$ cat src/rtl/decimal_blink_code_signaller_defines.svh
// Assertion macros shared by the blink-code signaller RTL.
// Each macro expects clk and arst_n in scope at the point of use.
`ifndef DECIMAL_BLINK_CODE_SIGNALLER_DEFINES_SVH
`define DECIMAL_BLINK_CODE_SIGNALLER_DEFINES_SVH

// Consequence must hold in the same cycle as the trigger.
`define DBC_ASSERT_SAME(label, trig, cond, msg) \
	label: assert property (@(posedge clk) disable iff (!arst_n) (trig) |-> (cond)) \
		else $error(msg);

// Consequence must hold in the cycle after the trigger.
`define DBC_ASSERT_NEXT(label, trig, cond, msg) \
	label: assert property (@(posedge clk) disable iff (!arst_n) (trig) |=> (cond)) \
		else $error(msg);

`endif

$ cat src/rtl/dbc_pkg.sv
// Types, codes and constants of the blink-code signaller.
// No dependencies; used by dbc_back and the top level of the block.
`timescale 1ns / 1ps

package dbc_pkg;

	localparam int QUEUE_DEPTH = 2;

	typedef enum logic {
		OP_TICK = 1'b0,
		OP_LOAD = 1'b1
	} op_e;

	typedef enum logic [1:0] {
		REG_SLOT_BASE   = 2'd0,
		REG_CLOCK_SHIFT = 2'd1,
		REG_OFF_LEVEL   = 2'd2,
		REG_ON_LEVEL    = 2'd3
	} cfg_reg_e;

	typedef enum logic [2:0] {
		ST_IDLE,
		ST_SYNC,
		ST_NEXT,
		ST_GAP,
		ST_DIGIT,
		ST_OFF,
		ST_LDONE,
		ST_TICK
	} st_t;

	typedef struct packed {
		logic        op;
		logic [15:0] value;
	} item_t;

	typedef struct packed {
		logic       led_level;
		logic       stepped;
		logic [7:0] passes_done;
	} res_t;

	typedef struct packed {
		logic [15:0] slot_base;
		logic [2:0]  clock_shift;
		logic        off_level;
		logic        on_level;
	} cfg_t;

	localparam logic [15:0] SLOT_BASE_RST = 16'd500;
	localparam logic [15:0] TICKS_MAX     = 16'hFFFF;
	localparam logic [7:0]  PASS_MAX      = 8'hFF;

	// sync preamble: slots 0..8, on for 3..5
	localparam logic [3:0] SYNC_LAST     = 4'd8;
	localparam logic [3:0] SYNC_ON_FIRST = 4'd3;
	localparam logic [3:0] SYNC_ON_LAST  = 4'd5;
	localparam logic [3:0] GAP_LAST      = 4'd2;
	localparam logic [2:0] DIG_LAST      = 3'd4;

	function automatic logic [15:0] digit_weight(input logic [2:0] idx);
		logic [15:0] w;
		case (idx)
			3'd0:    w = 16'd10000;
			3'd1:    w = 16'd1000;
			3'd2:    w = 16'd100;
			3'd3:    w = 16'd10;
			default: w = 16'd1;
		endcase
		return w;
	endfunction

endpackage

$ cat src/rtl/dbc_fifo.sv
// Small first-in first-out queue of fixed-width words.
// Stand-alone; used for the command and result queues.
`timescale 1ns / 1ps

module dbc_fifo #(
	parameter int WIDTH = 8,
	parameter int DEPTH = 2
) (
	input  logic             clk,
	input  logic             arst_n,
	input  logic             push,
	input  logic [WIDTH-1:0] wdata,
	output logic             full,
	input  logic             pop,
	output logic [WIDTH-1:0] rdata,
	output logic             empty
);

	localparam int AW = (DEPTH > 1) ? $clog2(DEPTH) : 1;
	localparam int CW = $clog2(DEPTH + 1);
	localparam logic [AW-1:0] PTR_LAST = AW'(DEPTH - 1);
	localparam logic [CW-1:0] CNT_FULL = CW'(DEPTH);

	logic [WIDTH-1:0] mem_q [DEPTH];
	logic [AW-1:0]    wr_ptr_q, rd_ptr_q;
	logic [CW-1:0]    cnt_q;
	logic             do_push, do_pop;

	assign full    = (cnt_q == CNT_FULL);
	assign empty   = (cnt_q == '0);
	assign do_push = push && !full;
	assign do_pop  = pop && !empty;
	assign rdata   = mem_q[rd_ptr_q];

	always_ff @(posedge clk) begin
		if (do_push) begin
			mem_q[wr_ptr_q] <= wdata;
		end
	end

	always_ff @(posedge clk or negedge arst_n) begin
		if (!arst_n) begin
			wr_ptr_q <= '0;
			rd_ptr_q <= '0;
			cnt_q    <= '0;
		end else begin
			if (do_push) begin
				wr_ptr_q <= (wr_ptr_q == PTR_LAST) ? '0 : wr_ptr_q + AW'(1);
			end
			if (do_pop) begin
				rd_ptr_q <= (rd_ptr_q == PTR_LAST) ? '0 : rd_ptr_q + AW'(1);
			end
			case ({do_push, do_pop})
				2'b10:   cnt_q <= cnt_q + CW'(1);
				2'b01:   cnt_q <= cnt_q - CW'(1);
				default: cnt_q <= cnt_q;
			endcase
		end
	end

endmodule

$ cat src/rtl/dbc_back.sv
// Executes queued words: builds the slot pattern on a load, counts a tick and plays the next slot when one is due.
// Depends on dbc_pkg; holds the pattern memory.
`timescale 1ns / 1ps

module dbc_back #(
	parameter int PATTERN_DEPTH = 128
) (
	input  logic                clk,
	input  logic                arst_n,
	input  dbc_pkg::cfg_t       cfg,
	input  dbc_pkg::item_t      cmd,
	input  logic                cmd_empty,
	output logic                cmd_pop,
	output dbc_pkg::res_t       res,
	output logic                res_push,
	input  logic                res_full
);

	localparam int AW = $clog2(PATTERN_DEPTH);

	logic mem_q [PATTERN_DEPTH];
	logic rd_bit_q;

	dbc_pkg::st_t st_q, st_d;
	logic [7:0]   pos_q, pos_d;
	logic [3:0]   cnt_q, cnt_d;
	logic [2:0]   dig_q, dig_d;
	logic         lead_q, lead_d;
	logic [15:0]  rest_q, rest_d;
	logic [7:0]   slot_cnt_q, slot_cnt_d;
	logic [7:0]   ptr_q, ptr_d;
	logic [7:0]   pass_q, pass_d;
	logic [15:0]  ticks_q, ticks_d;
	logic         armed_q, armed_d;
	logic         pin_q, pin_d;

	logic         wr_en, wr_bit;
	logic [15:0]  weight;
	logic [15:0]  te_inc, limit;
	logic         step, cur_bit, pin_new, wrap;
	logic [7:0]   ptr_inc, pass_inc;

	assign weight   = dbc_pkg::digit_weight(dig_q);
	assign te_inc   = (ticks_q == dbc_pkg::TICKS_MAX) ? ticks_q : ticks_q + 16'd1;
	assign limit    = cfg.slot_base >> cfg.clock_shift;
	assign step     = armed_q || (te_inc >= limit);
	// nothing loaded yet: slot 0 reads as off
	assign cur_bit  = (slot_cnt_q == 8'd0) ? 1'b0 : rd_bit_q;
	assign pin_new  = cur_bit ? cfg.on_level : cfg.off_level;
	assign ptr_inc  = ptr_q + 8'd1;
	assign wrap     = (ptr_inc >= slot_cnt_q);
	assign pass_inc = (pass_q == dbc_pkg::PASS_MAX) ? pass_q : pass_q + 8'd1;

	always_comb begin
		st_d       = st_q;
		pos_d      = pos_q;
		cnt_d      = cnt_q;
		dig_d      = dig_q;
		lead_d     = lead_q;
		rest_d     = rest_q;
		slot_cnt_d = slot_cnt_q;
		ptr_d      = ptr_q;
		pass_d     = pass_q;
		ticks_d    = ticks_q;
		armed_d    = armed_q;
		pin_d      = pin_q;
		wr_en      = 1'b0;
		wr_bit     = 1'b0;
		cmd_pop    = 1'b0;
		res_push   = 1'b0;
		res        = '{led_level: pin_q, stepped: 1'b0, passes_done: pass_q};
		unique case (st_q)
			dbc_pkg::ST_IDLE: begin
				if (!cmd_empty) begin
					cmd_pop = 1'b1;
					if (cmd.op == dbc_pkg::OP_LOAD) begin
						rest_d  = cmd.value;
						pos_d   = 8'd0;
						cnt_d   = 4'd0;
						dig_d   = 3'd0;
						lead_d  = 1'b1;
						ptr_d   = 8'd0;
						pass_d  = 8'd0;
						ticks_d = 16'd0;
						armed_d = 1'b1;
						st_d    = dbc_pkg::ST_SYNC;
					end else begin
						st_d = dbc_pkg::ST_TICK;
					end
				end
			end
			dbc_pkg::ST_SYNC: begin
				wr_en  = 1'b1;
				wr_bit = (cnt_q >= dbc_pkg::SYNC_ON_FIRST) && (cnt_q <= dbc_pkg::SYNC_ON_LAST);
				pos_d  = pos_q + 8'd1;
				cnt_d  = cnt_q + 4'd1;
				if (cnt_q == dbc_pkg::SYNC_LAST) begin
					st_d = dbc_pkg::ST_NEXT;
				end
			end
			dbc_pkg::ST_NEXT: begin
				cnt_d = 4'd0;
				st_d  = lead_q ? dbc_pkg::ST_DIGIT : dbc_pkg::ST_GAP;
			end
			dbc_pkg::ST_GAP: begin
				wr_en = 1'b1;
				pos_d = pos_q + 8'd1;
				cnt_d = cnt_q + 4'd1;
				if (cnt_q == dbc_pkg::GAP_LAST) begin
					st_d = dbc_pkg::ST_DIGIT;
				end
			end
			dbc_pkg::ST_DIGIT: begin
				// one on/off pair per weight that still fits in the remainder
				if (rest_q >= weight) begin
					wr_en  = 1'b1;
					wr_bit = 1'b1;
					pos_d  = pos_q + 8'd1;
					rest_d = rest_q - weight;
					lead_d = 1'b0;
					st_d   = dbc_pkg::ST_OFF;
				end else if (dig_q == dbc_pkg::DIG_LAST) begin
					st_d = dbc_pkg::ST_LDONE;
				end else begin
					dig_d = dig_q + 3'd1;
					st_d  = dbc_pkg::ST_NEXT;
				end
			end
			dbc_pkg::ST_OFF: begin
				wr_en = 1'b1;
				pos_d = pos_q + 8'd1;
				st_d  = dbc_pkg::ST_DIGIT;
			end
			dbc_pkg::ST_LDONE: begin
				slot_cnt_d = pos_q;
				if (!res_full) begin
					res_push = 1'b1;
					st_d     = dbc_pkg::ST_IDLE;
				end
			end
			dbc_pkg::ST_TICK: begin
				if (!res_full) begin
					res_push = 1'b1;
					st_d     = dbc_pkg::ST_IDLE;
					if (step) begin
						pin_d   = pin_new;
						ptr_d   = wrap ? 8'd0 : ptr_inc;
						pass_d  = wrap ? pass_inc : pass_q;
						ticks_d = 16'd0;
						armed_d = 1'b0;
					end else begin
						ticks_d = te_inc;
					end
					res = '{led_level: pin_d, stepped: step, passes_done: pass_d};
				end
			end
			default: begin
				st_d = dbc_pkg::ST_IDLE;
			end
		endcase
	end

	// pattern memory: one write port from the builder, registered read at the play pointer
	always_ff @(posedge clk) begin
		if (wr_en) begin
			mem_q[pos_q[AW-1:0]] <= wr_bit;
		end
		rd_bit_q <= mem_q[ptr_q[AW-1:0]];
	end

	always_ff @(posedge clk or negedge arst_n) begin
		if (!arst_n) begin
			st_q       <= dbc_pkg::ST_IDLE;
			pos_q      <= '0;
			cnt_q      <= '0;
			dig_q      <= '0;
			lead_q     <= 1'b1;
			rest_q     <= '0;
			slot_cnt_q <= '0;
			ptr_q      <= '0;
			pass_q     <= '0;
			ticks_q    <= '0;
			armed_q    <= 1'b1;
			pin_q      <= 1'b0;
		end else begin
			st_q       <= st_d;
			pos_q      <= pos_d;
			cnt_q      <= cnt_d;
			dig_q      <= dig_d;
			lead_q     <= lead_d;
			rest_q     <= rest_d;
			slot_cnt_q <= slot_cnt_d;
			ptr_q      <= ptr_d;
			pass_q     <= pass_d;
			ticks_q    <= ticks_d;
			armed_q    <= armed_d;
			pin_q      <= pin_d;
		end
	end

endmodule

$ cat src/rtl/decimal_blink_code_signaller.sv
// Top level of the decimal blink-code signaller: configuration registers and queues.
// Depends on dbc_pkg, dbc_fifo, dbc_back and decimal_blink_code_signaller_defines.svh.
`timescale 1ns / 1ps
`include "decimal_blink_code_signaller_defines.svh"

// Usage:
// Words enter through push/full (op, value) into a two-word command queue.
// op = tick advances the slot timer and plays the next slot when one is due;
// op = load rebuilds the slot pattern for value.
// Each word yields one result word (led_level, stepped, passes_done) in a two-word result
// queue, read through empty/pop; the oldest word is on the ports while empty is low.
// The executor takes one word at a time and pops the next word only after it has
// pushed the result of the last. A tick passes through the idle and tick states; a
// load writes the slots one at a time through the single write port of the pattern
// memory, from the sync state through the gap, digit and off states to the done state.
// When the result queue is full the executor holds its word, and the command
// queue fills behind it until full rises; nothing is dropped.
// Configuration (cfg_valid/cfg_ready, cfg_index, cfg_data) is always ready and
// must be written only while the block is idle.
// Reset empties both queues, restores the register defaults, clears the
// pattern length and pass count, arms the first step and sets the held pin level low.
// No memory clearing pass runs after reset.

module decimal_blink_code_signaller #(
	parameter int PATTERN_DEPTH = 128
) (
	input  logic        clk,
	input  logic        arst_n,
	input  logic        push,
	output logic        full,
	input  logic        op,
	input  logic [15:0] value,
	output logic        empty,
	input  logic        pop,
	output logic        led_level,
	output logic        stepped,
	output logic [7:0]  passes_done,
	input  logic        cfg_valid,
	output logic        cfg_ready,
	input  logic [1:0]  cfg_index,
	input  logic [15:0] cfg_data
);

	dbc_pkg::cfg_t  cfg_q;
	dbc_pkg::item_t in_word, cmd;
	dbc_pkg::res_t  res_word, res_out;
	logic           in_empty, in_pop;
	logic           res_push, res_full;

	assign cfg_ready = 1'b1;

	always_ff @(posedge clk or negedge arst_n) begin
		if (!arst_n) begin
			cfg_q.slot_base   <= dbc_pkg::SLOT_BASE_RST;
			cfg_q.clock_shift <= 3'd0;
			cfg_q.off_level   <= 1'b0;
			cfg_q.on_level    <= 1'b1;
		end else if (cfg_valid && cfg_ready) begin
			unique case (dbc_pkg::cfg_reg_e'(cfg_index))
				dbc_pkg::REG_SLOT_BASE:   cfg_q.slot_base   <= cfg_data;
				dbc_pkg::REG_CLOCK_SHIFT: cfg_q.clock_shift <= cfg_data[2:0];
				dbc_pkg::REG_OFF_LEVEL:   cfg_q.off_level   <= cfg_data[0];
				dbc_pkg::REG_ON_LEVEL:    cfg_q.on_level    <= cfg_data[0];
			endcase
		end
	end

	assign in_word = '{op: op, value: value};

	dbc_fifo #(
		.WIDTH($bits(dbc_pkg::item_t)),
		.DEPTH(dbc_pkg::QUEUE_DEPTH)
	) u_cmd_q (
		.clk   (clk),
		.arst_n(arst_n),
		.push  (push),
		.wdata (in_word),
		.full  (full),
		.pop   (in_pop),
		.rdata (cmd),
		.empty (in_empty)
	);

	dbc_back #(
		.PATTERN_DEPTH(PATTERN_DEPTH)
	) u_back (
		.clk      (clk),
		.arst_n   (arst_n),
		.cfg      (cfg_q),
		.cmd      (cmd),
		.cmd_empty(in_empty),
		.cmd_pop  (in_pop),
		.res      (res_word),
		.res_push (res_push),
		.res_full (res_full)
	);

	dbc_fifo #(
		.WIDTH($bits(dbc_pkg::res_t)),
		.DEPTH(dbc_pkg::QUEUE_DEPTH)
	) u_res_q (
		.clk   (clk),
		.arst_n(arst_n),
		.push  (res_push),
		.wdata (res_word),
		.full  (res_full),
		.pop   (pop),
		.rdata (res_out),
		.empty (empty)
	);

	assign led_level   = res_out.led_level;
	assign stepped     = res_out.stepped;
	assign passes_done = res_out.passes_done;

	`DBC_ASSERT_SAME(a_cmd_pop_nonempty, in_pop, !in_empty, "command pop from empty queue")
	`DBC_ASSERT_SAME(a_res_push_space, res_push, !res_full, "result push into full queue")
	`DBC_ASSERT_NEXT(a_one_word_at_a_time, in_pop, !in_pop, "executor took two words back to back")

endmodule
$ cat config.mk
export PLATFORM = sky130hd
export DESIGN_NAME = decimal_blink_code_signaller
export DESIGN_NICKNAME = d
export VERILOG_FILES = /design/src/rtl/dbc_pkg.sv /design/src/rtl/dbc_fifo.sv /design/src/rtl/dbc_back.sv /design/src/rtl/decimal_blink_code_signaller.sv
export VERILOG_INCLUDE_DIRS = /design/src /design/src/rtl
export SDC_FILE = /design/constraint.sdc
export NUM_CORES = 1
export LEC_CHECK = 0
export BUFFER_PORTS_ARGS = -buffer_cell sky130_fd_sc_hd__buf_2
export CAP_MARGIN = 20
export CORE_MARGIN = 1.5
export CORE_UTILIZATION = 30
export CTS_BUF_LIST = sky130_fd_sc_hd__clkbuf_4 sky130_fd_sc_hd__clkbuf_8 sky130_fd_sc_hd__clkbuf_16
export CTS_CLUSTER_SIZE = 10
export DETAILED_ROUTE_END_ITERATION = 16
export MAX_ROUTING_LAYER = met4
export PLACE_DENSITY = 0.49
export RECOVER_POWER = 50
export SYNTH_ARGS = -nofsm -noshare
export SYNTH_HDL_FRONTEND = slang
export SYNTH_SLANG_ARGS = --single-unit
$ cat constraint.sdc
create_clock -name clk -period 7 [get_ports clk]
set_input_delay 1.05 -clock clk [delete_from_list [all_inputs] [get_ports clk]]
set_output_delay 1.05 -clock clk [all_outputs]
set_load 0.01 [all_outputs]
# ---- Word-level counts from Yosys, hierarchy flattened
# Memories as Yosys holds them, arrays and structs flattened. A register that Yosys moved wholly into a read port is not among the register bits.
# Index checks and enable logic that the tools add are counted.
dict set report totals {
  input_bits 40
  mem_bits_rw 182
  n_memories 3
  reg_bits 106
  out_inout_bits 13
}
# name depth width rd rd_ports_with_merged_regs wr line_no
set mem_list {}
lappend mem_list {u_back.mem_q 128 1 1 1 1 dbc_back.sv:21} ;# logic mem_q [PATTERN_DEPTH];
lappend mem_list {u_cmd_q.mem_q 2 17 1 0 1 dbc_fifo.sv:24} ;# logic [WIDTH-1:0] mem_q [DEPTH];
lappend mem_list {u_res_q.mem_q 2 10 1 0 1 dbc_fifo.sv:24}
dict set report op_classes {
  n_addsub 15
  reduce_logical 37
  bitwise_logic 1
  n_eq_ne 34
  n_mux 72
  n_lt_le_gt_ge 5
  shifts 1
}
# op n
set ops {}
lappend ops {{$mux 16} 8}
lappend ops {{$mux 8} 10}
lappend ops {{$pmux 16 s2} 2}
lappend ops {{$pmux 14 s4} 1}
lappend ops {{$mux 3} 12}
lappend ops {{$pmux 8 s2} 2}
lappend ops {{$add 8x1->8 const B} 3}
lappend ops {{$pmux 8 s3} 1}
lappend ops {{$mux 1} 23}
lappend ops {{$pmux 3 s7} 1}
lappend ops {{$mux 10} 2}
lappend ops {{$add 16x1->16 const B} 1}
lappend ops {{$eq 16x16->1 const B} 1}
lappend ops {{$ge 16x14->1} 1}
lappend ops {{$ge 16x16->1} 1}
lappend ops {{$reduce_and 4->1} 4}
lappend ops {{$shr 16x3->16} 1}
lappend ops {{$sub 16x14->16} 1}
lappend ops {{$eq 3x3->1 const B} 5}
lappend ops {{$eq 2x2->1 const B} 6}
lappend ops {{$eq 3x2->1 const B} 4}
lappend ops {{$ne 2x2->1 const B} 6}
lappend ops {{$pmux 4 s3} 1}
lappend ops {{$reduce_and 2->1} 5}
lappend ops {{other kinds (31)} 63}

# ---- Longest topological paths before layout
# Gate-level depths: netlist of the first run.
dict set report logic_depth {
  word_depth 7
  depth_mapped 16
  mapped_depth_nobuf 15
}

# ---- Modules after synthesis
# Synthesis of the first run repeated with hierarchy kept, for this count alone.
dict set report unflattened {
  hier_cells 1310
  area_unflattened_um2 15352.2
}
# mod area_each_um2 n_inst seq_area_each_um2 cells_each
set by_module_without_submodules {}
lappend by_module_without_submodules {dbc_back 12125.4 1 5793.1 1141}
lappend by_module_without_submodules {{dbc_fifo (u_cmd_q)} 1473.9 1 1121.1 71}
lappend by_module_without_submodules {{dbc_fifo (u_res_q)} 917.1 1 700.7 49}
lappend by_module_without_submodules {decimal_blink_code_signaller 835.8 1 534.3 49}

# ---- Worst setup path before layout of the first run
# OpenSTA, ideal clock, no wires.
dict set report synth_path {
  path_type {register to register}
  start {register u_back.dig_q[0]}
  end {memory u_back.mem_q[0], data pin}
  setup_slack_ps 1076
  path_buffers 0
  setup_time_ps 796
  arrival_time_ps 5128
  t_required_ps 6204
  path_stages_with_launch 14
  cell_sequence {dfrtp_1 -> inv_1 -> ha_1 -> o21ai_0 -> and3b_1 -> ha_1 -> inv_1 -> fa_1 -> a21o_1 -> a211oi_1 -> o22ai_1 -> or3_1 -> a31oi_1 -> nor2_1}
}
dict set report synth_via {
  elab_chain_cells 5
  word_cells_on_any_way 8
  cone_classes {order compare (1); eq/ne (3); mux (3); reduce/logical (1)}
}
# item line_no
set synth_rtl {}
lappend synth_rtl {{start: declaration} dbc_back.sv:27} ;# logic [2:0] dig_q, dig_d;
lappend synth_rtl {{start signal: assignment} dbc_back.sv:189} ;# dig_q <= dig_d;
lappend synth_rtl {{$eq 3x2->1 (tied with other cells)} dbc_pkg.sv:63} ;# case (idx)
lappend synth_rtl {{$pmux 14 s4 (*)} dbc_pkg.sv:63}
lappend synth_rtl {{$ge 16x14->1 (*)} dbc_back.sv:115} ;# if (rest_q >= weight) begin
lappend synth_rtl {{$mux 1 (*)} dbc_back.sv:115}
lappend synth_rtl {{$pmux 1 s2 (*)} dbc_back.sv:72} ;# unique case (st_q)
lappend synth_rtl {{named net u_back.wr_bit} dbc_back.sv:37} ;# logic wr_en, wr_bit;
lappend synth_rtl {{end: declaration} dbc_back.sv:21}
# The timed path passes the listed nets; every way through them passes the cells marked *.

# ---- Worst setup path after layout of the first run
dict set report layout_path {
  start {register u_back.ticks_q[0]}
  end {register u_back.ticks_q[3]}
}
dict set report layout_via {
  elab_chain_cells 7
  word_cells_on_any_way 8
  cone_classes {add/sub (1); order compare (1); eq/ne (1); mux (4); reduce/logical (1)}
}
# item line_no
set layout_rtl {}
lappend layout_rtl {{start: declaration} dbc_back.sv:33} ;# logic [15:0] ticks_q, ticks_d;
lappend layout_rtl {{start signal: assignment} dbc_back.sv:195} ;# ticks_q <= ticks_d;
lappend layout_rtl {{$add 16x1->16 or $eq 16x16->1 (tied branches)} dbc_back.sv:44} ;# assign te_inc = (ticks_q == dbc_pkg::TICKS_MAX) ? ticks_q : ticks_q + 16'd1;
lappend layout_rtl {{$mux 16 (*)} dbc_back.sv:44}
lappend layout_rtl {{$ge 16x16->1} dbc_back.sv:46} ;# assign step = armed_q || (te_inc >= limit);
lappend layout_rtl {{$logic_or 1x1->1} dbc_back.sv:46}
lappend layout_rtl {{$mux 16 (*)} dbc_back.sv:145} ;# if (step) begin
lappend layout_rtl {{$mux 16 (*)} dbc_back.sv:142} ;# if (!res_full) begin
lappend layout_rtl {{$pmux 16 s2 (*)} dbc_back.sv:72}
# Mark *: on every way between the ends. The rest lies on a longest branch, timed or not. The select of a mux whose other input is x is not followed.
# A chain may end at the register's enable or synchronous reset.

==> qor.json, run 1 <==
{
  "sta": {
    "final-setup-viol-count": 0,
    "slew_headroom_pct": -49.7,
    "timing.setup.tns_ns": 0,
    "worst-slew-pin-transition_ns": 2.25,
    "slew_violations": 109,
    "fin_hold_ws_ns": 0.482,
    "finalHoldViolCount": 0,
    "grt_setup_unrepaired": "no",
    "highest_clock_rate_mhz": 205,
    "timing.final.crit_period_ns": 4.89,
    "fin_skew_ns": 0.0158,
    "finalCritPeriodShare_pct": 69.8
  },
  "critical_path": {
    "worst-path-max-fanout": 17,
    "crit_path_kind": "reg2reg",
    "cp_data_required_time_ns": 7.45,
    "crit_path_max_incr_delay_ns": 0.74,
    "worst_ep_arrival_time_ns": 5.34,
    "r2r_cells": 15,
    "cp_top_family": "simple AND/OR/NAND/NOR gates",
    "worst_path_buffer_plus_inverter_count": 0,
    "timing.critical_path.depth": 15,
    "worst_path_max_delay_cell": "sky130_fd_sc_hd__nor4b_1",
    "cp_cell_sequence": "ha_1 > nand3_1 > nor4b_1 > a41oi_1 > and4_1 > nand3_1 > xnor2_1 > ha_1 > nand2_1 > nor2_1 > a211oi_1 > a2bb2oi_1 > and3_1 > a21oi_1 > a31oi_1",
    "endpoint_kind": "flip-flop",
    "setup.worst_path.start_class": "flip-flop"
  },
  "cts": {
    "postCtsHoldBufs": 0,
    "cts_max_path_buffers": 3,
    "clk-insertion-delay-late_ns": 0.54,
    "clk_root_buffer_cell": "sky130_fd_sc_hd__clkbuf_16",
    "cts_tree": "done",
    "cts.repair.resized": 0,
    "clock-sinks": 289,
    "cts_max_level": 2,
    "post_cts.repair.setup_buffers": 0,
    "tritoncts.num_buffers": 37,
    "cts.reportedPaths.clkPinSlew_ns": 0.05
  },
  "synthesis": {
    "ys.warnings.count": 0,
    "mappedNetlistNets": 1370,
    "syn-instance-count": 1277,
    "synth_sequential_area_ratio_pct": 54.6,
    "synth-main-ff-cell": "sky130_fd_sc_hd__edfxtp_1",
    "synthesized_flop_and_latch_total": 289,
    "post_synthesis_cell_area_sq_mm": 0.0149,
    "yosysUniqueCellTypes": 69,
    "synth_enable_flop_cells": 182,
    "asyncSetResetFlopFracSynth_pct": 36.7,
    "post_synth.cell_area_avg_sq_um": 11.7
  },
  "grt": {
    "grt_max_degree": 129,
    "globalRoute.totalOverflow": 0,
    "number_of_antenna_violations_at_the_first_check_in_global_routing": 2,
    "grt.total_usage_pct": 14.6,
    "vias_in_the_first_global_route": 10000,
    "grt_pass1_wl_mm": 56.0
  },
  "worst_hold_path": {
    "min_path_type": "reg2reg",
    "number_of_cells_on_the_worst_hold_path": 2
  },
  "floorplan": {
    "num_rows": 81,
    "design.die.area_sq_mm": 0.0511,
    "initial_utilization_pct": 30.4,
    "ios": 53,
    "floorplan.die.width_um": 226,
    "die_h_um": 226,
    "coreArea_sq_mm": 0.0491
  },
  "layout": {
    "flow.area_growth_from_synthesis_pct": 14.2,
    "stdcell_area_sq_mm": 0.0170,
    "final-instance-count-excl-fill": 2009,
    "ff_latch_area_sq_mm": 0.00815,
    "area_occupied_by_multi_input_gates_sq_mm": 0.00637,
    "ratio_of_cells_with_drive_above_1_in_the_final_layout_pct": 14.8,
    "nNetsFinal": 1407,
    "layout.filler_cells": 4925,
    "final_core_utilization_pct": 34.7
  },
  "run_status": {
    "failed_checks": "capacitance limit, slew limit",
    "result_of_the_run": "complete, but fails checks"
  },
  "place": {
    "cell_count_after_placement": 1938,
    "routabilityCongestion": 0.813,
    "post_detail_place_hpwl_mm": 22.4,
    "port_buffers": 51,
    "post_dp_cell_area_sq_mm": 0.0158
  },
  "routing": {
    "final_antenna_net_count": 0,
    "route.final.wire_length_mm": 34.9,
    "route.detailed.vias_per_inst": 4.91,
    "post_drt_wl_per_cell_um": 17.4,
    "drc_violation_count_after_routing": 0,
    "drtPass1Iterations": 5,
    "first_iter_violations": 575,
    "route.vias.total": 9871
  },
  "power_and_ir_drop": {
    "vdd.ir_drop.worst_mv": 0.214,
    "cellPowerDensity_mw_per_mm2": 399,
    "power.leakage_uw": 0.00637
  },
  "run": {
    "cap_viol_max_count": 2
  }
}
## registers in the layout, indices dropped and copies added (netlist names), 2 cells and up
signal / cells
u_back.mem_q: 128
u_cmd_q.mem_q: 34
cfg_q: 21
u_res_q.mem_q: 20
u_back.rest_q: 16
u_back.ticks_q: 16
u_back.pass_q: 8
u_back.pos_q: 8
u_back.ptr_q: 8
u_back.slot_cnt_q: 8
u_back.cnt_q: 4
u_back.dig_q: 3
u_back.st_q: 3
u_cmd_q.cnt_q: 2
u_res_q.cnt_q: 2
## path summary, 6_finish.rpt
check / start / slack (ns) / endpoint
worst max-delay path: u_back.ticks_q[0] / 2.11 / u_back.ticks_q[3]
worst min-delay path: u_back.rest_q[0] / 0.48 / u_back.rest_q[0]
worst max register to register: u_back.ticks_q[0] / 2.11 / u_back.ticks_q[3]
worst min register to register: u_back.rest_q[0] / 0.48 / u_back.rest_q[0]
max in group asynchronous: arst_n / 2.86 / u_back.ptr_q[0]
min in group asynchronous: arst_n / 1.18 / u_back.pin_q
## per-stage QoR
step	worst slack, ns	power (uW)
global placement	2.40	4930
detailed placement	2.42	4960
finish	2.11	6800
CTS	2.39	6920
floorplan	1.08	4270
global route	1.62	7290
## worst register-to-register path, delay by kind of cell, from the launching register on
family,cells,cell delay (ns)
AOI/OAI and AO/OA,5,1.48
xor gates and xnor gates,1,0.16
adders and majority gates,2,0.47
DFF,1,0.45
and+or+nand+nor,7,2.24
## cell families (layout without fill, tap and decap cells)
kind of cell / after synthesis / in the layout / synth area share, %
AOI/OAI and AO/OA: 211 / 211 / 9.14
xor gates and xnor gates: 47 / 47 / 2.76
adders and majority gates: 53 / 53 / 4.49
buffers and inverters: 96 / 162 / 2.72
DFF: 289 / 289 / 54.6
muxes: 138 / 138 / 12.3
other: 1 / 3 / 0.0251
and+or+nand+nor: 442 / 442 / 13.9
## final cells by class
cell class | instances | share of cell area, %
Timing Repair Buffer | 64 | 1.89
Multi-Input combinational cell | 892 | 37.4
Antenna cell | 2 | 0.0294
Inverter | 30 | 0.661
Sequential cell | 289 | 47.8
Clock buffer | 63 | 7.00
Tap cell | 664 | 4.88
Clock inverter | 5 | 0.330
## cells in the mapped netlist (all sizes together) (3+ instances only)
master / number / share of area, %
nor2: 186 / 4.7
edfxtp: 182 / 37
dfrtp: 97 / 16
nand2: 74 / 1.9
mux2i: 59 / 4.0
o21ai: 54 / 1.8
a21oi: 52 / 1.7
ha: 52 / 4.4
nand3: 52 / 1.8
mux2: 47 / 3.5
clkbuf: 39 / 0.99
mux4: 32 / 4.8
xnor2: 32 / 1.9
inv: 29 / 0.73
buf: 27 / 0.97
nor3: 22 / 0.74
and3: 21 / 0.88
a21o: 19 / 0.96
nor2b: 19 / 0.80
nand2b: 15 / 0.63
xor2: 15 / 0.88
a211oi: 14 / 0.70
a22o: 14 / 0.82
nand4: 13 / 0.54
a31oi: 10 / 0.42
dfstp: 9 / 1.6
nand3b: 7 / 0.35
o211ai: 7 / 0.35
or3: 7 / 0.29
a211o: 6 / 0.35
o21a: 6 / 0.30
and2: 5 / 0.21
a2111oi: 4 / 0.23
and4: 4 / 0.23
nor4: 4 / 0.17
o21bai: 4 / 0.20
or4: 4 / 0.20
a32o: 3 / 0.20
nor3b: 3 / 0.15
## metal layers
metal / up-vias / GRT usage [%] / wire, um
met5: - / - / 0
met1: 4860 / 18.3 / 16000
li1: 4793 / - / -
met4: 0 / 5.12 / 935
met2: 156 / 23.5 / 16500
met3: 62 / 2.72 / 1500
## layout by cell type (no fill, tap or decap), types with 20 or more instances in the layout
cell	Yosys	layout
sky130_fd_sc_hd__nor3_1	22	21
sky130_fd_sc_hd__a21oi_1	52	52
sky130_fd_sc_hd__buf_2	14	25
sky130_fd_sc_hd__inv_1	28	28
sky130_fd_sc_hd__ha_1	52	52
sky130_fd_sc_hd__and3_1	21	21
sky130_fd_sc_hd__clkbuf_4	0	20
sky130_fd_sc_hd__clkbuf_16	0	40
sky130_fd_sc_hd__clkbuf_1	38	30
sky130_fd_sc_hd__dfrtp_1	97	96
sky130_fd_sc_hd__mux4_2	32	32
sky130_fd_sc_hd__xnor2_1	32	32
sky130_fd_sc_hd__nor2_1	186	185
sky130_fd_sc_hd__nand2_1	71	71
sky130_fd_sc_hd__edfxtp_1	182	182
sky130_fd_sc_hd__mux2i_1	59	59
sky130_fd_sc_hd__o21ai_0	54	54
sky130_fd_sc_hd__mux2_2	47	47
sky130_fd_sc_hd__nand3_1	51	51
## power by group
part           switching (uW)  internal [uW]  leakage [uW]  total (uW)
clock                     714           1200      0.000635        1910
combinational            1510            922       0.00269        2430
sequential                252           2210       0.00304        2460
total                    2470           4330       0.00637        6800
No activity file was read; power rests on OpenSTA's default activity.
==> run 2: changes to the inputs <==
Clock period 7 ns to 4.8 ns, I/O delays scaled along.
==> run 2 against run 1 <==
  * The flow still finishes with violations (capacitance limit, slew limit)
  * Non-clock buffer count grew 17
  * Worst setup slack lost 1.6 ns
  * Clock power grew 42%
  * Combinational power grew 49%
  * Critical endpoint is now u_back.ticks_q[13]
  * Routed wire length shrank 0.51%
  * Critical path type unchanged
==> qor.json, run 2 (synthesized netlist as in run 1, its figures left out) <==
{
  "floorplan": {
    "die_h": {"value": 226, "unit": "um", "change": "unchanged"},
    "floorplan.die.width": {"value": 226, "unit": "um", "change": "unchanged"},
    "coreArea": {"value": 0.0491, "unit": "sq mm", "change": "unchanged"},
    "num_rows": {"value": 81, "change": "unchanged"},
    "initial_utilization": {"value": 30.4, "unit": "%", "change": "unchanged"},
    "ios": {"value": 53, "change": "unchanged"},
    "design.die.area": {"value": 0.0511, "unit": "sq mm", "change": "unchanged"}
  },
  "grt": {
    "grt_max_degree": {"value": 129, "change": "unchanged"},
    "vias_in_the_first_global_route": {"value": 10100, "change": "+0.55%"},
    "number_of_antenna_violations_at_the_first_check_in_global_routing": {"value": 2, "change": "unchanged"},
    "globalRoute.totalOverflow": {"value": 0, "change": "unchanged"},
    "grt.total_usage": {"value": 14.5, "unit": "%", "change": "-0.060 points"},
    "grt_pass1_wl": {"value": 56.5, "unit": "mm", "change": "+0.76%"}
  },
  "power_and_ir_drop": {
    "vdd.ir_drop.worst": {"value": 0.307, "unit": "mV", "change": "+44%"},
    "power.share.clock": {"value": 27.4, "unit": "%", "change": "-0.7 points"},
    "p_seq_share": {"value": 36.2, "unit": "%", "change": "about the same"},
    "power.leakage": {"value": 0.00640, "unit": "uW", "change": "+0.38%"},
    "cellPowerDensity": {"value": 581, "unit": "mW/mm^2", "change": "+46%"},
    "net-switching-power": {"value": 3700, "unit": "uW", "change": "+50%"},
    "totalPowerFinal": {"value": 9930, "unit": "uW", "change": "+46%"},
    "p_comb_share": {"value": 36.5, "unit": "%", "change": "+0.8 points"},
    "proportion_of_total_power_due_to_net_switching": {"value": 37.2, "unit": "%", "change": "+0.90 points"},
    "intPower": {"value": 6230, "unit": "uW", "change": "+44%"}
  },
  "cts": {
    "clk-insertion-delay-late": {"value": 0.57, "unit": "ns", "change": "+0.03 ns"},
    "clk_root_buffer_cell": "sky130_fd_sc_hd__clkbuf_16",
    "cts.reportedPaths.clkPinSlew": {"value": 0.06, "unit": "ns", "change": "about the same"},
    "clock-sinks": {"value": 289, "change": "unchanged"},
    "cts_max_path_buffers": {"value": 3, "change": "unchanged"},
    "tritoncts.num_buffers": {"value": 38, "change": "+2.7%"},
    "cts_tree": "done",
    "cts_max_level": {"value": 2, "change": "unchanged"},
    "post_cts.repair.setup_buffers": {"value": 0, "change": "unchanged"}
  },
  "critical_path": {
    "crit_path_max_incr_delay": {"value": 0.48, "unit": "ns", "change": "-0.26 ns"},
    "worst_path_buffer_plus_inverter_count": {"value": 2, "change": "+2"},
    "cp_top_family": "simple AND/OR/NAND/NOR gates",
    "cp_data_required_time": {"value": 5.29, "unit": "ns", "change": "-2.16 ns"},
    "worst_path_max_delay_cell": "sky130_fd_sc_hd__nor4b_2",
    "crit_path_kind": "reg2reg",
    "endpoint_kind": "flip-flop",
    "setup.worst_path.start_class": "flip-flop",
    "worst_ep_arrival_time": {"value": 4.80, "unit": "ns", "change": "-0.54 ns"},
    "cp_cell_sequence": "ha_1 > nand3_1 > nor4b_2 > a41oi_1 > and4_1 > nand3_1 > xnor2_1 > ha_1 > nand2_1 > nor2_1 > a211oi_1 > a2bb2oi_1 > buf_4 > and3_1 > buf_4 > a22o_1",
    "worst-path-max-fanout": {"value": 12, "change": "-5"},
    "regToRegSetupSlack": {"value": 0.50, "unit": "ns", "change": "-1.62 ns"}
  },
  "layout": {
    "reg.largest.list": "u_back.mem_q: 128 flops, u_cmd_q.mem_q: 34 flops, cfg_q: 21 flops",
    "mostFrequentLayoutCell": "sky130_fd_sc_hd__nor2_1",
    "nNetsFinal": {"value": 1425, "change": "+1.3%"},
    "largest_reg_flops": {"value": 128, "change": "unchanged"},
    "final_cell_mix": "sky130_fd_sc_hd__nor2_1, sky130_fd_sc_hd__edfxtp_1, sky130_fd_sc_hd__dfrtp_1",
    "ratio_of_cells_with_drive_above_1_in_the_final_layout": {"value": 14.8, "unit": "%", "change": "-0.047 points"},
    "stdcell_area": {"value": 0.0171, "unit": "sq mm", "change": "+0.29%"},
    "area_occupied_by_multi_input_gates": {"value": 0.00638, "unit": "sq mm", "change": "+0.18%"},
    "flow.area_growth_from_synthesis_pct": 14.5,
    "ff_latch_area": {"value": 0.00815, "unit": "sq mm", "change": "unchanged"},
    "top_register": "u_back.mem_q",
    "layout.filler_cells": {"value": 4934, "change": "+0.18%"}
  },
  "sta": {
    "timing.final.crit_period": {"value": 4.30, "unit": "ns", "change": "-0.584 ns"},
    "highest_clock_rate": {"value": 232, "unit": "MHz", "change": "+14%"},
    "timing.setup.tns": {"value": 0, "unit": "ns", "change": "unchanged"},
    "finalHoldViolCount": {"value": 0, "change": "unchanged"},
    "worst-slew-pin-transition": {"value": 1.69, "unit": "ns", "change": "-0.553 ns"},
    "slew_violations": {"value": 68, "change": "-38%"},
    "slew_headroom": {"value": -12.9, "unit": "%", "change": "+37 points"},
    "fin_skew": {"value": 0.0223, "unit": "ns", "change": "+0.00650 ns"},
    "finalCritPeriodShare": {"value": 89.7, "unit": "%", "change": "+20 points"},
    "grt_setup_unrepaired": "no",
    "final-setup-viol-count": {"value": 0, "change": "unchanged"}
  },
  "routing": {
    "drc_violation_count_after_routing": {"value": 0, "change": "unchanged"},
    "drtPass1Iterations": {"value": 5, "change": "unchanged"},
    "route.detailed.vias_per_inst": {"value": 4.89, "change": "-0.38%"},
    "first_iter_violations": {"value": 538, "change": "-6.4%"},
    "route.final.wire_length": {"value": 34.8, "unit": "mm", "change": "-0.51%"},
    "post_drt_wl_per_cell": {"value": 17.2, "unit": "um", "change": "-1.1%"},
    "final_antenna_net_count": {"value": 0, "change": "unchanged"},
    "route.vias.total": {"value": 9887, "change": "+0.16%"}
  },
  "run_status": {
    "result_of_the_run": "complete, but fails checks",
    "failed_checks": "capacitance limit, slew limit"
  },
  "place": {
    "routabilityCongestion": {"value": 0.819, "change": "+0.76%"},
    "post_detail_place_hpwl": {"value": 22.9, "unit": "mm", "change": "+2.0%"},
    "post_dp_cell_area": {"value": 0.0160, "unit": "sq mm", "change": "+0.84%"},
    "port_buffers": {"value": 51, "change": "unchanged"}
  },
  "worst_hold_path": {
    "min_path_type": "in2reg"
  },
  "run": {
    "cap_viol_max_count": {"value": 1, "change": "-1"}
  }
}
-- run 2: cell count changes in the layout (fill, tap and decap cells not counted), sizes merged --
cell,change
clkinv,+7
inv,+1
dlygate4sd3,+1
buf,+9
clkbuf,-7
-- run 2: worst paths after layout --
path,start,end,depth (start not counted)
max,u_back.ticks_q[0],u_back.ticks_q[13],16
min,value[11],u_cmd_q.mem_q[1][11],1
max reg2reg,u_back.ticks_q[0],u_back.ticks_q[13],16
min reg2reg,u_back.rest_q[10],u_back.rest_q[10],2
max in group asynchronous,arst_n,u_cmd_q.rd_ptr_q,4
min in group asynchronous,arst_n,u_back.ticks_q[13],2
-- run 2: final cells by class --
| cell class | count | area share (%) |
|---|---|---|
| Antenna cell | 2 | 0.0293 |
| Multi-Input combinational cell | 892 | 37.3 |
| Clock buffer | 49 | 6.19 |
| Inverter | 30 | 0.659 |
| Tap cell | 664 | 4.86 |
| Clock inverter | 13 | 0.769 |
| Timing Repair Buffer | 81 | 2.45 |
| Sequential cell | 289 | 47.7 |
-- run 2: timing repair --
action,CTS,global route
hold buffers,0,1
endpoints found under the hold margin,0,7
endpoints found under the setup margin,0,1
gates resized for setup,0,2
-- run 2: power by group through the flow --
stage	logic (uW)	registers [uW]	clock network, uW
6_report	3620	3590	2720
4_1_cts	3710	3590	2810
5_1_grt	4090	3650	2900
3_5_place_dp	3700	3640	0
3_3_place_gp	3660	3620	0
2_1_floorplan	2760	3450	0
-- run 2: per-stage QoR --
stage / util [%] / hold slack, ns / instances / setup slack, ns
after floorplan: - / 0.424 / 1277 / 0.236
after detailed placement: 32.5 / 0.477 / 1954 / 0.374
after CTS: 35.0 / 0.319 / 2016 / 0.350
after global placement: 32.5 / 0.468 / 1954 / 0.499
after global routing: 34.8 / 0.323 / 2019 / 0.0793
final: 34.8 / 0.353 / 2020 / 0.496
-- run 2: routing by layer --
metal  global-route usage [%]  vias to the layer above  part of all wire, %
li1                         -                     4813                    -
met1                     18.6                     4850                   47
met2                     22.9                      162                   47
met3                     2.88                       62                  4.0
met4                     4.84                        0                  2.6
met5                        -                        -                    0
